**src/rtl/bb3_pkg.sv**
```systemverilog
// Shared types, constants and helper functions of the 3x3 box blur.
// Used by every other file of the block but the assertion macro header; depends on nothing.
package bb3_pkg;

   // Field widths.
   localparam int CFG_W     = 11;
   localparam int CH_W      = 8;
   localparam int NUM_CH    = 3;
   localparam int PIX_W     = NUM_CH * CH_W;
   localparam int COORD_W   = 10;

   // Channel positions inside a packed pixel.
   localparam int CH_RED    = 2;
   localparam int CH_GREEN  = 1;
   localparam int CH_BLUE   = 0;

   // Frame geometry defaults.
   localparam int MAX_WIDTH_DEF  = 1024;
   localparam int MAX_HEIGHT_DEF = 1024;
   localparam int DIM_RESET      = 1024;

   // Configuration register indexes.
   localparam int CSR_IDX_W = 1;
   localparam logic [CSR_IDX_W-1:0] REG_FRAME_WIDTH  = 1'b0;
   localparam logic [CSR_IDX_W-1:0] REG_FRAME_HEIGHT = 1'b1;

   // Averaging arithmetic: column sums of three, totals of nine, and a
   // reciprocal multiply that is exact for totals below 4096 and divisors up to 9.
   localparam int COLSUM_W    = 10;
   localparam int SUM_W       = 12;
   localparam int RECIP_SHIFT = 16;
   localparam int RECIP_W     = 17;
   localparam int PROD_W      = SUM_W + RECIP_W;

   // Result queue depth; it also bounds the results in flight.
   localparam int FIFO_DEPTH  = 8;

   typedef logic [NUM_CH-1:0][CH_W-1:0] pixel_type;

   // Window indexed [column][row]: column 0 is the oldest, row 0 the oldest.
   typedef pixel_type [2:0][2:0] window_type;

   typedef struct packed {
      logic [CH_W-1:0] red_in;
      logic [CH_W-1:0] green_in;
      logic [CH_W-1:0] blue_in;
   } req_payload_type;

   typedef struct packed {
      logic [COORD_W-1:0] out_row;
      logic [COORD_W-1:0] out_col;
      logic [CH_W-1:0]    red_out;
      logic [CH_W-1:0]    green_out;
      logic [CH_W-1:0]    blue_out;
      logic               run_end;
   } rsp_payload_type;

   // One averaging job handed from the window stage to the arithmetic pipe.
   typedef struct packed {
      logic               valid;
      logic [2:0]         row_mask;
      logic [2:0]         col_mask;
      logic [COORD_W-1:0] out_row;
      logic [COORD_W-1:0] out_col;
      logic               run_end;
   } avg_cmd_type;

   // Number of set bits in a three bit mask.
   function automatic logic [1:0] ones3(input logic [2:0] m);
      ones3 = {1'b0, m[0]} + {1'b0, m[1]} + {1'b0, m[2]};
   endfunction

   // Scaled reciprocal of the neighbor count, rounded up.
   function automatic logic [RECIP_W-1:0] recip_of(input logic [1:0] nrows,
                                                    input logic [1:0] ncols);
      logic [3:0] n;
      n = {2'b00, nrows} * {2'b00, ncols};
      case (n)
         4'd2:    recip_of = RECIP_W'(32768);
         4'd3:    recip_of = RECIP_W'(21846);
         4'd4:    recip_of = RECIP_W'(16384);
         4'd6:    recip_of = RECIP_W'(10923);
         4'd9:    recip_of = RECIP_W'(7282);
         default: recip_of = RECIP_W'(65536);
      endcase
   endfunction

endpackage

```
**src/rtl/bb3_average.sv**
```systemverilog
// Averaging pipe: masked column sums, masked total, reciprocal multiply.
// Depends on bb3_pkg for the window, job and result types.
module bb3_average import bb3_pkg::*; (
   input  logic            clock,
   input  logic            reset,
   input  avg_cmd_type     cmd,
   input  window_type      win,
   output logic            res_valid,
   output rsp_payload_type res
);

   typedef struct packed {
      logic [COORD_W-1:0] out_row;
      logic [COORD_W-1:0] out_col;
      logic               run_end;
   } meta_type;

   logic [2:0][NUM_CH-1:0][COLSUM_W-1:0] p1_sum_ff, p1_sum_in;
   logic [2:0]                           p1_cmask_ff;
   logic [RECIP_W-1:0]                   p1_recip_ff, p1_recip_in;
   meta_type                             p1_meta_ff;
   logic                                 p1_valid_ff;

   logic [NUM_CH-1:0][SUM_W-1:0]         p2_tot_ff, p2_tot_in;
   logic [RECIP_W-1:0]                   p2_recip_ff;
   meta_type                             p2_meta_ff;
   logic                                 p2_valid_ff;

   logic [NUM_CH-1:0][PROD_W-1:0]        p3_prod_ff, p3_prod_in;
   meta_type                             p3_meta_ff;
   logic                                 p3_valid_ff;

   // First stage: per column, add the rows that lie inside the frame.
   always_comb begin
      logic [COLSUM_W-1:0] acc;
      for (int k = 0; k < 3; k++) begin
         for (int ch = 0; ch < NUM_CH; ch++) begin
            acc = '0;
            for (int m = 0; m < 3; m++) begin
               if (cmd.row_mask[m]) begin
                  acc = acc + COLSUM_W'(win[k][m][ch]);
               end
            end
            p1_sum_in[k][ch] = acc;
         end
      end
      p1_recip_in = recip_of(ones3(cmd.row_mask), ones3(cmd.col_mask));
   end

   // Second stage: add the columns that lie inside the frame.
   always_comb begin
      logic [SUM_W-1:0] acc;
      for (int ch = 0; ch < NUM_CH; ch++) begin
         acc = '0;
         for (int k = 0; k < 3; k++) begin
            if (p1_cmask_ff[k]) begin
               acc = acc + SUM_W'(p1_sum_ff[k][ch]);
            end
         end
         p2_tot_in[ch] = acc;
      end
   end

   // Third stage: divide by the neighbor count through its reciprocal.
   always_comb begin
      for (int ch = 0; ch < NUM_CH; ch++) begin
         p3_prod_in[ch] = PROD_W'(p2_tot_ff[ch]) * PROD_W'(p2_recip_ff);
      end
   end

   // Stage payload registers.
   always_ff @(posedge clock) begin
      p1_sum_ff   <= p1_sum_in;
      p1_cmask_ff <= cmd.col_mask;
      p1_recip_ff <= p1_recip_in;
      p1_meta_ff  <= '{out_row: cmd.out_row, out_col: cmd.out_col,
                       run_end: cmd.run_end};
      p2_tot_ff   <= p2_tot_in;
      p2_recip_ff <= p1_recip_ff;
      p2_meta_ff  <= p1_meta_ff;
      p3_prod_ff  <= p3_prod_in;
      p3_meta_ff  <= p2_meta_ff;
   end

   // Stage valid bits.
   always_ff @(posedge clock) begin
      if (reset) begin
         p1_valid_ff <= 1'b0;
         p2_valid_ff <= 1'b0;
         p3_valid_ff <= 1'b0;
      end else begin
         p1_valid_ff <= cmd.valid;
         p2_valid_ff <= p1_valid_ff;
         p3_valid_ff <= p2_valid_ff;
      end
   end

   assign res_valid     = p3_valid_ff;
   assign res.out_row   = p3_meta_ff.out_row;
   assign res.out_col   = p3_meta_ff.out_col;
   assign res.run_end   = p3_meta_ff.run_end;
   assign res.red_out   = p3_prod_ff[CH_RED][RECIP_SHIFT +: CH_W];
   assign res.green_out = p3_prod_ff[CH_GREEN][RECIP_SHIFT +: CH_W];
   assign res.blue_out  = p3_prod_ff[CH_BLUE][RECIP_SHIFT +: CH_W];

endmodule

```
**config.mk**
```make
export PLATFORM = sky130hd
export DESIGN_NAME = bb3_average
export DESIGN_NICKNAME = d
export VERILOG_FILES = /design/src/rtl/bb3_pkg.sv /design/src/rtl/bb3_average.sv
export SDC_FILE = /design/constraint.sdc
export NUM_CORES = 2
export LEC_CHECK = 0
export BUFFER_PORTS_ARGS = -buffer_cell sky130_fd_sc_hd__buf_2
export CORE_MARGIN = 8
export CORE_UTILIZATION = 40
export CTS_CLUSTER_SIZE = 16
export DETAILED_ROUTE_END_ITERATION = 8
export PLACE_DENSITY_LB_ADDON = 0.15
export SLEW_MARGIN = 20
export SYNTH_ARGS = -nofsm -noshare
export SYNTH_HDL_FRONTEND = slang
export SYNTH_SLANG_ARGS = --single-unit
```
**constraint.sdc**
```tcl
create_clock -name clock -period 12.35 [get_ports clock]
set_clock_uncertainty 0.05 [all_clocks]
set_input_delay 0.6175 -clock clock [delete_from_list [all_inputs] [get_ports clock]]
set_output_delay 0.6175 -clock clock [all_outputs]
set_load 0.1 [all_outputs]
```
==> results.cfg <==
[finish]
fin_nets = 4447
fillers = 7123
final_cells = 4446
syn2layout_area_growth_pct = 12.1
drive_gt1_share_pct = 13.7
fin_area_um2 = 32800

[yosys]
yosysWarnings = 0
synth_enable_flop_cells = 0
yosysTopAreaCell = fa_1
syn_nets = 4186
synth-seq-cells = 235
synth_ff_type = dfxtp_1
synth_commonest_cells = inv_1 (676), fa_1 (401), ha_1 (336), nand2_1 (271), dfxtp_1 (235)
async_reset_ff_share_pct = 0
seq_area_frac_synth_pct = 16.1
synth.most_common_cell = inv_1
syn-mean-instance-area_um2 = 9.15
synthesis.area_um2 = 29300
syn_inst = 3203
synth_cell_types = 60
synth_top_area_share_pct = 27.4
synth_area_leaders = fa_1 (27%), dfxtp_1 (16%), ha_1 (14%), inv_1 (8.7%), xnor2_1 (4.3%)

[worst_hold_path]
worstHoldStart = cmd[11]
hold_depth = 1
min_to = p1_meta_ff[11]
hp-class = input pin to flip-flop

[global_routing]
grt_pass1_wl_mm = 119
grt_max_degree = 62
grt_pass1_vias = 22500
overflow = 0
antenna_found_initial = 10
grt_use_total_pct = 17.8

[clocking]
cts.repair.resized = 0
htreeDepth = 1
numCtsBuffers = 28
ctsHoldBuffers = 0
root_buffer = clkbuf_16
clk_pin_slew_ns = 0.06
cts_num_sinks = 235
post_cts_buffers = 0
cts_tree = built
clk_latency_ns = 0.58
clockBufferDepth = 3

[worst_setup_path]
critPathRequiredTime_ns = 12.76
reg2reg_from = p2_recip_ff[8]
path_class = flip-flop to flip-flop
r2r-end = res[16]
r2r_cells = 19
worstPathArrival_ns = 6.34
r2r_slack_ns = 6.42
critPathLaunchType = flip-flop
end_kind = flip-flop
crit_fanout = 19

[route]
firstDrtPassIters = 5
num_vias = 21200
wire_per_inst_um = 16.4
drc_errors = 0
drtAntennaViolNets = 0
totalWireLength_mm = 73.0
drt_iter0_markers = 779
viasPerCell = 4.78

[placed_design]
dpl_worst_slack_ns = 6.39
routabilityCongestion = 0.892
dp_cells = 4393
io_buffers = 291
place_area_um2 = 31800
dpl.hpwl_mm = 63.2

[power_and_ir_drop]
clkPwrFrac_pct = 17.1
power_frac_comb_pct = 61.5
sw_frac_of_total_pct = 46.6
p_switching_mw = 2.45
p_leak_nw = 17.6
p_total_mw = 5.25
cellPowerDensity_nw_per_um2 = 160
ir_drop_mv = 0.124
p_int_mw = 2.80
pwr-share-seq_pct = 21.4

[floorplanning]
row_count = 99
coreArea_um2 = 72700
die_area_um2 = 82200
start_util_pct = 40.3
fp.dieW_um = 287
io_pins = 292
die_y_um = 287

[status]
outcome = finished clean

[sta]
period_share_pct = 48.0
fmax_ghz = 0.169
worstMarginPinSlew_ns = 0.825
rsz0062_at_grt = false
maxSlewHeadroom_pct = 45.0
period_needed_ns = 5.93
hold_violations = 0
drv_slew = 0
setup_viol = 0
worst_slack_ns = 6.42
setup_tns_ns = 0

[flow_run]
drv_cap = 0
==> critical path: stages, from the launching register on <==
cell and delay, ns:
dfxtp_1 0.76, buf_4 0.36, and2_1 0.22, inv_1 0.07, fa_1 0.53, inv_1 0.05, fa_1 0.50, fa_1 0.42
fa_1 0.51, inv_1 0.05, fa_1 0.47, inv_1 0.04, ha_1 0.37, a21oi_1 0.09, o21bai_1 0.20, nor3b_1 0.08
a211oi_1 0.61, a211o_1 0.25, a21oi_1 0.08, xnor2_1 0.13
==> layer usage <==
| metal | share of wire [%] | GRT usage [%] | vias to the layer above | wire length [µm] |
|---|---|---|---|---|
| met3 | 5.1 | 3.36 | 67 | 3690 |
| met2 | 47 | 30.0 | 387 | 34100 |
| met4 | 1.2 | 2.76 | 18 | 899 |
| li1 | - | - | 10700 | - |
| met1 | 47 | 24.2 | 10100 | 34200 |
| met5 | 0.16 | 0 | - | 115 |
==> final cells by class <==
class	count	area, µm²	area share [%]
Sequential cell	235	4710	14.3
Tap cell	959	1200	3.65
Inverter	677	2540	7.74
Clock buffer	33	749	2.28
Timing Repair Buffer	308	1590	4.84
Multi-Input combinational cell	2214	21800	66.3
Clock inverter	19	289	0.880
Antenna cell	1	2.50	0.00762
==> kinds of logic (layout without fill, tap and decap cells) <==
logic type,after synthesis,count (layout),synth area share (%)
DFF,235,235,16.1
AOI/OAI and AO/OA,495,495,11.0
xor gates and xnor gates,193,193,5.77
and+or+nand+nor,656,656,10.8
adders and majority gates,737,737,41.7
other,0,1,0
buffers and inverters,754,1037,9.66
muxes,133,133,4.98
==> power by group through the flow <==
stage / sequential (mW) / combinational, mW / clock [mW]
2_1_floorplan: 1.36 / 2.27 / 0
3_3_place_gp: 1.14 / 3.24 / 0
3_5_place_dp: 1.14 / 3.26 / 0
4_1_cts: 1.12 / 3.29 / 0.928
5_1_grt: 1.15 / 3.72 / 0.963
6_report: 1.12 / 3.23 / 0.897
==> flip-flops by register name, indices dropped and copies added, names as in the netlist, 3 cells and up <==
register and flops:
p2_meta_ff 21, res 45, p1_meta_ff 21, p1_cmask_ff 3, p2_tot_ff 36, p2_recip_ff 8, p1_recip_ff 8, p1_sum_ff 90
==> worst max-delay path by stage <==
stage,start,to,cells after the start
CTS,p2_recip_ff[13],res[8],20
floorplan,p2_recip_ff[12],res[8],19
detailed placement,p2_recip_ff[8],res[16],19
finish,p2_recip_ff[8],res[16],19
global route,p2_recip_ff[8],res[16],19
global placement,p2_recip_ff[13],res[8],18
==> per-stage QoR <==
stage	utilization, %	hold slack, ns
3_5_place_dp	43.7	0.262
2_1_floorplan	-	0.260
3_3_place_gp	43.7	0.260
6_report	45.2	0.0792
5_1_grt	45.2	0.0409
4_1_cts	45.2	0.0372
==> cells in the final DEF (no fill, tap or decap), drive strengths merged, types with 7 or more instances in the layout <==
| master | instances |
|---|---|
| a2111o | 8 |
| a211oi | 18 |
| a21o | 78 |
| a21oi | 199 |
| a221oi | 10 |
| and2 | 174 |
| and3 | 18 |
| buf | 308 |
| clkbuf | 33 |
| dfxtp | 235 |
| fa | 401 |
| ha | 336 |
| inv | 681 |
| mux2 | 103 |
| mux2i | 30 |
| nand2 | 271 |
| nand3 | 26 |
| nand4 | 7 |
| nor2 | 107 |
| nor3 | 14 |
| nor3b | 10 |
| o211a | 9 |
| o211ai | 13 |
| o21a | 16 |
| o21ai | 51 |
| o21bai | 53 |
| xnor2 | 144 |
| xor2 | 49 |
Note: power is estimated with default switching activity, not from simulation.
