**config.mk**
```make
export PLATFORM = sky130hd
export DESIGN_NAME = bb3_rsp_fifo
export DESIGN_NICKNAME = d
export VERILOG_FILES = /design/src/rtl/bb3_pkg.sv /design/src/rtl/bb3_rsp_fifo.sv
export SDC_FILE = /design/constraint.sdc
export NUM_CORES = 1
export LEC_CHECK = 0
export BUFFER_PORTS_ARGS = -buffer_cell sky130_fd_sc_hd__buf_4
export CORE_MARGIN = 1
export CORE_UTILIZATION = 48
export CTS_BUF_LIST = sky130_fd_sc_hd__clkbuf_2
export DETAILED_ROUTE_END_ITERATION = 12
export GPL_TIMING_DRIVEN = 0
export PLACE_DENSITY = 0.76
export SYNTH_ARGS = -nofsm -noshare
export SYNTH_HDL_FRONTEND = slang
export SYNTH_SLANG_ARGS = --single-unit
```
**constraint.sdc**
```tcl
create_clock -name clock -period 9.7 [get_ports clock]
set_clock_uncertainty 0.15 [all_clocks]
set_input_delay 1.455 -clock clock [delete_from_list [all_inputs] [get_ports clock]]
set_output_delay 1.455 -clock clock [all_outputs]
set_load 0.01 [all_outputs]
```
**src/rtl/bb3_pkg.sv**
```systemverilog
// Shared types, constants and helper functions of the 3x3 box blur.
// Used by every other file of the block but the assertion macro header; depends on nothing.
package bb3_pkg;

   // Field widths.
   localparam int CFG_W     = 11;
   localparam int CH_W      = 8;
   localparam int NUM_CH    = 3;
   localparam int PIX_W     = NUM_CH * CH_W;
   localparam int COORD_W   = 10;

   // Channel positions inside a packed pixel.
   localparam int CH_RED    = 2;
   localparam int CH_GREEN  = 1;
   localparam int CH_BLUE   = 0;

   // Frame geometry defaults.
   localparam int MAX_WIDTH_DEF  = 1024;
   localparam int MAX_HEIGHT_DEF = 1024;
   localparam int DIM_RESET      = 1024;

   // Configuration register indexes.
   localparam int CSR_IDX_W = 1;
   localparam logic [CSR_IDX_W-1:0] REG_FRAME_WIDTH  = 1'b0;
   localparam logic [CSR_IDX_W-1:0] REG_FRAME_HEIGHT = 1'b1;

   // Averaging arithmetic: column sums of three, totals of nine, and a
   // reciprocal multiply that is exact for totals below 4096 and divisors up to 9.
   localparam int COLSUM_W    = 10;
   localparam int SUM_W       = 12;
   localparam int RECIP_SHIFT = 16;
   localparam int RECIP_W     = 17;
   localparam int PROD_W      = SUM_W + RECIP_W;

   // Result queue depth; it also bounds the results in flight.
   localparam int FIFO_DEPTH  = 8;

   typedef logic [NUM_CH-1:0][CH_W-1:0] pixel_type;

   // Window indexed [column][row]: column 0 is the oldest, row 0 the oldest.
   typedef pixel_type [2:0][2:0] window_type;

   typedef struct packed {
      logic [CH_W-1:0] red_in;
      logic [CH_W-1:0] green_in;
      logic [CH_W-1:0] blue_in;
   } req_payload_type;

   typedef struct packed {
      logic [COORD_W-1:0] out_row;
      logic [COORD_W-1:0] out_col;
      logic [CH_W-1:0]    red_out;
      logic [CH_W-1:0]    green_out;
      logic [CH_W-1:0]    blue_out;
      logic               run_end;
   } rsp_payload_type;

   // One averaging job handed from the window stage to the arithmetic pipe.
   typedef struct packed {
      logic               valid;
      logic [2:0]         row_mask;
      logic [2:0]         col_mask;
      logic [COORD_W-1:0] out_row;
      logic [COORD_W-1:0] out_col;
      logic               run_end;
   } avg_cmd_type;

   // Number of set bits in a three bit mask.
   function automatic logic [1:0] ones3(input logic [2:0] m);
      ones3 = {1'b0, m[0]} + {1'b0, m[1]} + {1'b0, m[2]};
   endfunction

   // Scaled reciprocal of the neighbor count, rounded up.
   function automatic logic [RECIP_W-1:0] recip_of(input logic [1:0] nrows,
                                                    input logic [1:0] ncols);
      logic [3:0] n;
      n = {2'b00, nrows} * {2'b00, ncols};
      case (n)
         4'd2:    recip_of = RECIP_W'(32768);
         4'd3:    recip_of = RECIP_W'(21846);
         4'd4:    recip_of = RECIP_W'(16384);
         4'd6:    recip_of = RECIP_W'(10923);
         4'd9:    recip_of = RECIP_W'(7282);
         default: recip_of = RECIP_W'(65536);
      endcase
   endfunction

endpackage

```
**src/rtl/bb3_rsp_fifo.sv**
```systemverilog
// Result queue between the averaging pipe and the result channel.
// Depends on bb3_pkg for the result type and the default depth.
module bb3_rsp_fifo import bb3_pkg::*; #(
   parameter int DEPTH = FIFO_DEPTH
) (
   input  logic            clock,
   input  logic            reset,
   input  logic            wr_en,
   input  rsp_payload_type wr_data,
   input  logic            rd_en,
   output logic            rd_valid,
   output rsp_payload_type rd_data
);

   localparam int PTR_W = (DEPTH > 1) ? $clog2(DEPTH) : 1;
   localparam int CNT_W = $clog2(DEPTH + 1);

   rsp_payload_type  slot_ff [DEPTH];
   logic [PTR_W-1:0] wr_ptr_ff, wr_ptr_in;
   logic [PTR_W-1:0] rd_ptr_ff, rd_ptr_in;
   logic [CNT_W-1:0] count_ff, count_in;
   logic             pop;

   assign rd_valid = (count_ff != '0);
   assign rd_data  = slot_ff[rd_ptr_ff];
   assign pop      = rd_en && rd_valid;

   // Storage; the issue credit keeps writes from overrunning the queue.
   always_ff @(posedge clock) begin
      if (wr_en) begin
         slot_ff[wr_ptr_ff] <= wr_data;
      end
   end

   // Pointer and fill count update.
   always_comb begin
      wr_ptr_in = wr_ptr_ff;
      rd_ptr_in = rd_ptr_ff;
      count_in  = count_ff;
      if (wr_en) begin
         wr_ptr_in = (wr_ptr_ff == PTR_W'(DEPTH - 1)) ? '0 : wr_ptr_ff + PTR_W'(1);
      end
      if (pop) begin
         rd_ptr_in = (rd_ptr_ff == PTR_W'(DEPTH - 1)) ? '0 : rd_ptr_ff + PTR_W'(1);
      end
      case ({wr_en, pop})
         2'b10:   count_in = count_ff + CNT_W'(1);
         2'b01:   count_in = count_ff - CNT_W'(1);
         default: count_in = count_ff;
      endcase
   end

   always_ff @(posedge clock) begin
      if (reset) begin
         wr_ptr_ff <= '0;
         rd_ptr_ff <= '0;
         count_ff  <= '0;
      end else begin
         wr_ptr_ff <= wr_ptr_in;
         rd_ptr_ff <= rd_ptr_in;
         count_ff  <= count_in;
      end
   end

endmodule

```
==> results of run 1 <==
## worst max path at each step
stage,start,end,depth (start not counted)
floorplan,wr_en,slot_ff[0][0],2
global placement,wr_en,slot_ff[1][16],3
detailed placement,wr_en,slot_ff[0][16],9
CTS,flop,rd_data[9],5
global route,flop,rd_data[37],5
finish,flop,rd_data[37],5
## state kept, by name, summed over array words and instances, names as in the netlist, named ones only
signal / cells
rd_ptr_ff: 3
wr_ptr_ff: 3
count_ff: 4
slot_ff: 360
## layout by cell type, fill, tap and decap left out, types with 4 or more instances in the layout
cell type and count:
a21oi_1 6, buf_1 8, buf_12 8, buf_4 94, buf_6 16, buf_8 6, clkbuf_1 7, clkbuf_2 117
clkinv_1 31, clkinv_2 4, dfxtp_1 13, edfxtp_1 360, ha_1 7, mux2_2 47, mux4_1 90, nand2_1 7
nor2_1 7, nor2_4 6
## where the power goes
group / internal, mW / total, mW / switching (mW)
clock network: 0.353 / 0.940 / 0.587
registers: 1.81 / 1.83 / 0.0201
logic: 0.417 / 0.760 / 0.343
## worst reg2reg max path: stages, from the launching register on
cell,delay [ns]
dfxtp_1,0.35
nand2b_1,0.33
nor3_2,0.87
buf_8,0.24
buf_8,0.16
buf_8,0.16
buf_6,0.16
buf_6,0.16
buf_6,0.15
## logic make-up after synthesis
logic type | count (synthesis) | synth area share, %
DFF | 373 | 76.3
muxes | 140 | 20.2
and+or+nand+nor | 33 | 1.11
buffers and inverters | 29 | 1.29
AOI/OAI and AO/OA | 9 | 0.362
adders and majority gates | 7 | 0.604
xor gates and xnor gates | 3 | 0.181
## metrics by stage
| step | cell area, µm² | util (%) | setup WS, ns | instances |
|---|---|---|---|---|
| floorplan | 14500 | - | 4.40 | 594 |
| global placement | 15700 | 52.8 | 0.944 | 1078 |
| detailed placement | 16100 | 54.1 | 5.53 | 1098 |
| CTS | 16800 | 56.6 | 5.10 | 1252 |
| global route | 16800 | 56.6 | 5.00 | 1253 |
| finish | 16800 | 56.6 | 5.24 | 1253 |
## metal layers
layer	wire length, µm	global-route usage, %
met3	1870	5.02
met5	0	0
met2	15000	32.9
met4	445	6.70
met1	11600	24.0
## final cells by class
| cell class | instances | area [µm²] |
|---|---|---|
| multi-input combinational | 192 | 3310 |
| timing repair buffer | 114 | 1020 |
| clock buffer | 115 | 576 |
| antenna | 1 | 2.50 |
| buffer | 27 | 179 |
| inverter | 2 | 7.51 |
| clock inverter | 39 | 178 |
| fill | 2152 | 12900 |
| tap | 390 | 488 |
| sequential | 373 | 11100 |
==> metrics.txt, run 1 <==
Tmin final around 4.5 ns; share of flip-flops with an asynchronous set or reset 0%; final net count approximately 860; Seq/Total Area, Yosys about three quarters; drt wl/cell about 23 µm; Fin. Hold Viols 0; global route overflow 0; largest net degree at the start of global routing 26; CTS Buf Count 90; clk_lat worst skew ~0.84 ns; Post-synth top cells 360 x edfxtp_1, 90 x mux4_1, 47 x mux2_2, 13 x dfxtp_1, 13 x nor2_1; critical setup path kind reg -> out; period utilization between 40% and 50%; Post-synth EDFFs 360; DIE WIDTH about 180 µm; Yosys cell types 26; HPWL after DPL 17.8 mm; Syn Nets 650; share of layout cells above drive strength 1 around 35%; clock tree buffer depth 3; Core ar. slightly below 30000 µm²; Clock Sink Count 373; starting density of the core between 40 and 50%; r2r endpoint slot_ff[0][18]; Arr. time, crit path 2.86 ns; vias between 6000 and 7000; Mapped Avg Cell Area 24.4 µm²; reg2reg start wr_ptr_ff[0]; worst hold start rd_ptr_ff[2]; synthesized area between 10000 and 15000 µm²; overall power 3.53 mW; drt drc 0; Yosys warnings 0; crit-path cells clkbuf_2, clkbuf_1, mux4_1, mux2_2, buf_4; via-per-instance ratio 5.48; leading post-synthesis cells by cell area edfxtp_1 75%, mux4_1 16%, mux2_2 3.6%, dfxtp_1 1.8%, buf_6 0.78%; vias in the first global route 7465; Cells after Synth ~600; setup slack, reg-to-reg 6.67 ns; Crit path max-delay family buffers and inverters; top cell type's share of synthesized area 74.5%; top-count cell post-synth edfxtp_1; Critical-path top delay cell clkbuf_1; max frequency roughly 220 MHz; Req. time, crit path between 8 and 9 ns; maxcap violations 0; WHS 0.346 ns; Post-DRT Antenna Nets 0; FF-to-FF path depth 8; Hold WC Path Type reg -> reg; Worst Max-Slew Pin Slew around 1.0 ns; first-pass GRT wire length ~43 mm; Chip Height between 150 and 200 µm; Worst-path clk slew roughly 0.1 ns; dominant synthesized flop cell edfxtp_1; CTS tree done; worst hold path depth 2; FF+latch count, synth about 370; headroom to the max-slew limit 29.7%; leakage between 5 and 6 nW; initial antenna violation count 1; Worst setup SP type flop; clock root buffer master clkbuf_2; Core Rows 63; PwrDens about 210 nW/µm²; setup violators final 0; PortBufs 94; DRT iter0 DRCs around 470; CP Max Fanout 10; # hold bufs at CTS 0; Resized cells post-CTS 0; Max VDD drop between 0.15 and 0.2 mV; Synth area leader edfxtp_1; layout overhead on the synthesized area 16.0%; Slew Limit Fails 0; Pre-antenna DRT Iters 4; RSZ-0062 raised after global routing false; Top Ports 95; worst path buffer plus inverter count 3; total setup buffers inserted after CTS 0; outcome finished clean; largest stage delay on the critical path about 0.58 ns; GRT Overall Usage about a fifth; die footprint around 31000 µm²; TNS Setup 0 ns; GPL Wtd Cong around 0.72; Critical Path End Type primary output; final WL 28.9 mm; H-tree lvl count 3
(Power assumes the default switching activity.)
==> inputs of run 2 (changes only) <==
--- a/config.mk
+++ b/config.mk
@@ -5,13 +5,14 @@
 export SDC_FILE = /design/constraint.sdc
 export NUM_CORES = 1
 export LEC_CHECK = 0
+export ABC_AREA = 1
 export BUFFER_PORTS_ARGS = -buffer_cell sky130_fd_sc_hd__buf_4
 export CORE_MARGIN = 1
 export CORE_UTILIZATION = 48
 export CTS_BUF_LIST = sky130_fd_sc_hd__clkbuf_2
 export DETAILED_ROUTE_END_ITERATION = 12
 export GPL_TIMING_DRIVEN = 0
-export PLACE_DENSITY = 0.76
+export PLACE_DENSITY = 0.78
 export SYNTH_ARGS = -nofsm -noshare
 export SYNTH_HDL_FRONTEND = slang
 export SYNTH_SLANG_ARGS = --single-unit
==> constraint.sdc (replaced) <==
create_clock -name clock -period 3.8 [get_ports clock]
set_clock_uncertainty 0.15 [all_clocks]
set_input_delay 0.57 -clock clock [delete_from_list [all_inputs] [get_ports clock]]
set_output_delay 0.57 -clock clock [all_outputs]
set_load 0.01 [all_outputs]
==> run 2 against run 1 <==
Against the previous run:
- hold slack got worse by 0.011 ns
- worst setup slack got worse by 4.8 ns
- final area increased by 4.1%
- cell count increased by 44%
- synthesized area increased by 2.5%
- core utilization increased by 0.76 points
- global-route usage increased by 2.4 points
- register-to-register slack got worse by 5.0 ns
- via count increased by 40%
- power increased to 3.0 times the previous value
- synthesized cell count increased by 86%
- clock-buffer cell count increased by 14
- largest cell class unchanged
- largest power group unchanged
==> metrics.txt, run 2 <==
leading post-synthesis cells by cell area edfxtp_1 73%, nor2_1 3.9%, nand2_1 3.7%, o21ai_0 3.3%, mux2i_1 3.0%; global route overflow 0; dpl ws between 1 and 1.5 ns; HPWL after DPL 20.7 mm; Yosys cell types 24; Arr. time, crit path about 2.6 ns; via-per-instance ratio between 5 and 6; vias 9651; Post-synth top cells 360 x edfxtp_1, 154 x nor2_1, 148 x nand2_1, 99 x o21ai_0, 90 x o21ai_1; PwrDens between 600 and 700 nW/µm²; RSZ-0062 raised after global routing false; Slew Limit Fails 0; outcome finished clean; max FFs per register 360; Tmin final ~3.3 ns; die footprint between 30000 and 40000 µm²; logic gate share of total power about 34%; Pre-antenna DRT Iters 7; Critical Path End Type primary output; Max VDD drop 0.405 mV; clk_lat worst skew about 0.83 ns; Worst-path clk slew about 0.12 ns; share of layout cells above drive strength 1 approximately 24%; TNS Setup 0 ns; largest reg by FF count slot_ff; first-pass GRT wire length a little over 50 mm; drt wl/cell 18.7 µm; DIE WIDTH around 180 µm; DP Cell Count 1601; share of flip-flops with an asynchronous set or reset 0%; Critical-path top delay cell clkbuf_1; synthesized area 14900 µm²; crit-path cells buf_6, clkbuf_1, o21ai_0, o22ai_1, nand2_1, nand2_1, buf_4; Resized cells post-CTS 0; Mapped Avg Cell Area 13.5 µm²; setup violators final 0; top cell type's share of synthesized area around 73%; most common cell after layout, fill and taps aside edfxtp_1; top-count cell post-synth edfxtp_1; Fin. Hold Viols 0; Layout Cells excl Fill 1800; total setup buffers inserted after CTS 0; GRT Overall Usage between 20% and 30%; largest stage delay on the critical path 0.50 ns; Worst setup SP type flop; drt drc 0; overall power 10.7 mW; clock tree buffer depth 3; CP Max Fanout 10; Chip Height 178 µm; dominant synthesized flop cell edfxtp_1; Regs by FF count slot_ff (360), count_ff (4); maxcap violations 0; Cells after Synth 1103; Yosys warnings 0; Top Ports 95; PortBufs 94; Core ar. 30500 µm²; headroom to the max-slew limit a little under half; starting density of the core 48.8%; final net count between 1000 and 1500; final WL about 34 mm; H-tree lvl count 3; Hold WC Path Type in -> reg; CTS Buf Count 90; clock root buffer master clkbuf_2; Post-synth EDFFs between 300 and 400; worst path buffer plus inverter count 3; Syn Nets 1159; initial antenna violation count 2; Reg power frac between 40% and 50%; leakage about 6.3 nW; Sw Ratio a little over a third; most frequent cells in the layout 360 x edfxtp_1, 148 x nand2_1, 146 x nor2_1; largest net degree at the start of global routing 26; Req. time, crit path 3.08 ns; critical setup path kind reg -> out; CTS tree done; layout overhead on the synthesized area 17.7%; Seq/Total Area, Yosys about 74%; Core Rows 64; Post-DRT Antenna Nets 0; GPL Wtd Cong ~0.8; Worst Max-Slew Pin Slew around 0.82 ns; Sw Pwr ~3.8 mW; final worst setup slack ~0.46 ns; DRT iter0 DRCs around 970; Clock Sink Count roughly 370; Clock Power Share between 20 and 25%; FF+latch count, synth approximately 370; Crit path max-delay family buffers and inverters; vias in the first global route ~10000; max frequency ~300 MHz; period utilization 88.0%; P_int between 6 and 7 mW; Synth area leader edfxtp_1; Crit path top cell by count nand2_1
run 2: cell types whose count changed after synthesis, sizes merged, moves of 45 or more:
cell   change
mux2      -47
mux4      -90
nand2    +141
nor2     +186
o21ai    +188
o22ai     +45
run 2: what timing repair did:
| item | CTS | global route |
|---|---|---|
| hold buffers | 49 | 0 |
| hold endpoints to repair | 373 | 0 |
| endpoints found under the setup margin | 0 | 0 |
run 2: cell type report:
cell class	instances	area (µm²)
Tap cell	396	495
Clock buffer	129	646
Sequential cell	373	11100
Timing Repair Buffer	151	1360
Buffer	63	462
Fill cell	2418	13000
Multi-Input combinational cell	649	3330
Clock inverter	19	75.1
Inverter	18	72.6
Antenna cell	2	5.00
run 2: worst paths after layout:
| check | start | cells after the start | end | slack (ns) |
|---|---|---|---|---|
| setup reg to reg | wr_ptr_ff[0] | 3 | slot_ff[4][24] | 1.66 |
| hold reg to reg | count_ff[1] | 2 | count_ff[1] | 0.36 |
| setup / recovery | flop | 7 | rd_data[2] | 0.46 |
| hold / removal | wr_data[12] | 2 | slot_ff[6][12] | 0.33 |
run 2: metrics by stage:
stage | utilization, % | cell area, µm² | hold WS (ns)
CTS | 57.4 | 17500 | 0.269
finish | 57.4 | 17500 | 0.335
global route | 57.4 | 17500 | 0.257
floorplan | - | 14900 | 0.320
detailed placement | 53.4 | 16300 | 0.348
global placement | 52.7 | 16100 | 0.341
run 2: kinds of logic (layout without fill, tap and decap cells):
| group | after synthesis | after routing | synth area share, % |
|---|---|---|---|
| DFF | 373 | 373 | 74.4 |
| and+or+nand+nor | 353 | 353 | 9.73 |
| AOI/OAI and AO/OA | 242 | 242 | 8.52 |
| buffers and inverters | 81 | 380 | 3.59 |
| muxes | 45 | 45 | 3.03 |
| adders and majority gates | 7 | 7 | 0.589 |
| xor gates and xnor gates | 2 | 2 | 0.118 |
| other | 0 | 2 | 0 |
run 2: power by group through the flow:
stage               registers, mW  logic, mW  clock network, mW
floorplan                    4.79       2.16                  0
global placement             4.81       3.45                  0
detailed placement           4.80       3.56                  0
CTS                          4.71       3.62               2.43
global route                 4.72       3.96               2.64
finish                       4.71       3.61               2.39
run 2: routing by layer:
| layer | part of all wire (%) | GRT usage [%] | vias up |
|---|---|---|---|
| met3 | 7.9 | 4.50 | 64 |
| met4 | 2.0 | 8.80 | 0 |
| met1 | 41 | 27.8 | 4587 |
| li1 | - | - | 4526 |
| met5 | 0 | 0 | - |
| met2 | 49 | 36.1 | 474 |
==> inputs of run 3 (changes only) <==
--- a/config.mk
+++ b/config.mk
@@ -12,7 +12,7 @@
 export CTS_BUF_LIST = sky130_fd_sc_hd__clkbuf_2
 export DETAILED_ROUTE_END_ITERATION = 12
 export GPL_TIMING_DRIVEN = 0
-export PLACE_DENSITY = 0.78
+export PLACE_DENSITY_LB_ADDON = 0.2
 export SYNTH_ARGS = -nofsm -noshare
 export SYNTH_HDL_FRONTEND = slang
 export SYNTH_SLANG_ARGS = --single-unit
==> run 3 against run 2 <==
Against the previous run:
- sequential cell count is the same
- critical path depth increased by 1
- sequential share of layout area shrank 0.53 points
- clock-buffer cell count is the same
- highest routed layer unchanged
- global-route usage shrank 0.54 points
- core utilization increased by 0.49 points
- largest cell class unchanged
- sequential power hardly changed
- wire length down 2.7%
- register-to-register slack lost 0.07 ns
==> metrics.txt, run 3 (synthesis results as in run 2) <==
worst path buffer plus inverter count 4; reg2reg start wr_ptr_ff[0]; max frequency just under 300 MHz; Chip Height 178 µm; Hold WC Path Type in -> reg; leakage ~6.4 nW; max FFs per register 360; worst hold path depth 2; HPWL after DPL between 20 and 25 mm; drt drc 0; first-pass GRT wire length ~50 mm; total of fill cells in the finished design 2579; RSZ-0062 raised after global routing false; setup violators final 0; GPL Wtd Cong between 0.7 and 0.8; final net count about 1400; Pre-antenna DRT Iters 5; largest net degree at the start of global routing 28; most common cell after layout, fill and taps aside edfxtp_1; worst hold start wr_data[37]; Tmin final 3.36 ns; Worst Max-Slew Pin Slew a little under 0.9 ns; worst hold endpoint slot_ff[1][37]; Layout Utilization slightly below 60%; clock tree buffer depth 3; clock root buffer master clkbuf_2; H-tree lvl count 3; final worst setup slack ~0.44 ns; most frequent cells in the layout 360 x edfxtp_1, 148 x nand2_1, 146 x nor2_1; maxcap violations 0; Post-DRT Antenna Nets 0; DIE WIDTH about 180 µm; Sw Pwr between 3 and 4 mW; Sw Ratio 34.2%; die footprint 31700 µm²; P_int between 7 and 8 mW; Crit path max-delay family buffers and inverters; Slew Limit Fails 0; Top Ports 95; Worst setup SP type flop; CTS Buf Count 94; PwrDens around 620 nW/µm²; headroom to the max-slew limit between 40% and 50%; Core ar. just over 30000 µm²; via-per-instance ratio around 5.2; global route overflow 0; share of layout cells above drive strength 1 24.1%; Reg power frac a little over two fifths; Critical Path End Type primary output; largest reg by FF count slot_ff; outcome finished clean; Fin. Hold Viols 0; dpl ws around 1.1 ns; GRT Overall Usage between 20% and 30%; drt wl/cell ~18 µm; Resized cells post-CTS 0; starting density of the core ~50%; Worst-path clk slew roughly 0.10 ns; Clock Sink Count about 370; FF-to-FF path depth 3; multi-input logic area ~3300 µm²; logic gate share of total power about a third; Clock Power Share around 24%; initial antenna violation count 1; crit-path cells buf_4, buf_2, buf_2, o21ai_0, o21ai_1, nand2_1, nand2_1, buf_4; Regs by FF count slot_ff (360), count_ff (4); largest stage delay on the critical path between 0.3 and 0.4 ns; Critical-path top delay cell dfxtp_1; vias approximately 9400; Max VDD drop 0.300 mV; vias in the first global route 9420; DRT iter0 DRCs 647; setup slack, reg-to-reg roughly 1.6 ns; Arr. time, crit path ~2.6 ns; CTS tree done; layout overhead on the synthesized area 18.7%; PortBufs between 90 and 100; sequential cell area ~11000 µm²; critical setup path kind reg -> out; r2r endpoint slot_ff[6][43]; CP Max Fanout 10; Req. time, crit path 3.08 ns; final WL about 33 mm; clk_lat worst skew approximately 0.86 ns; Core Rows 64; period utilization between 80% and 90%
-- run 3: changes by cell type in the layout (fill, tap and decap cells not counted), sizes merged --
cell	previous run	this run
bufinv	0	3
buf	146	147
clkinvlp	0	1
inv	20	21
clkinv	17	23
-- run 3: per-layer routing --
metal	global-route usage (%)	part of all wire (%)	vias up
li1	-	-	4565
met1	27.4	43	4489
met2	34.8	49	290
met3	3.92	5.2	72
met4	9.47	2.8	0
met5	0	0	-
-- run 3: what timing repair did --
action                                 CTS  global route
setup buffers                            0             0
endpoints found under the hold margin  373             0
hold buffers                            49             0
-- run 3: worst max path at each step --
| stage | start | end | slack (ns) | cells after the start |
|---|---|---|---|---|
| 2_1_floorplan | wr_en | slot_ff[0][0] | 0.33 | 3 |
| 3_3_place_gp | wr_en | slot_ff[0][25] | -1.44 | 4 |
| 3_5_place_dp | wr_en | slot_ff[6][27] | 1.13 | 5 |
| 4_1_cts | flop | rd_data[41] | 0.32 | 8 |
| 5_1_grt | flop | rd_data[15] | 0.22 | 7 |
| 6_report | flop | rd_data[41] | 0.44 | 8 |
-- run 3: through the flow --
stage,cells,hold WS [ns],area [µm²],TNS (ns),power (mW)
after global routing,1811,0.224,17700,0,11.6
after CTS,1810,0.200,17700,0,11.1
after floorplan,1103,0.320,14900,0,6.96
final,1812,0.298,17700,0,10.9
after detailed placement,1602,0.359,16300,0,8.37
after global placement,1593,0.343,16100,-428.22,8.29
-- run 3: power by group through the flow --
stage	combinational [mW]	sequential, mW	clock, mW
2_1_floorplan	2.16	4.79	0
3_3_place_gp	3.49	4.81	0
3_5_place_dp	3.57	4.80	0
4_1_cts	3.62	4.70	2.72
5_1_grt	3.94	4.72	2.92
6_report	3.58	4.70	2.64
-- run 3: final cells by class --
type / instances / area share (%)
Antenna cell: 2 / 0.0283
Buffer: 63 / 2.61
Clock buffer: 129 / 3.66
Clock inverter: 30 / 1.11
Inverter: 18 / 0.411
Multi-Input combinational cell: 649 / 18.9
Sequential cell: 373 / 62.7
Tap cell: 396 / 2.81
Timing Repair Buffer: 152 / 7.84
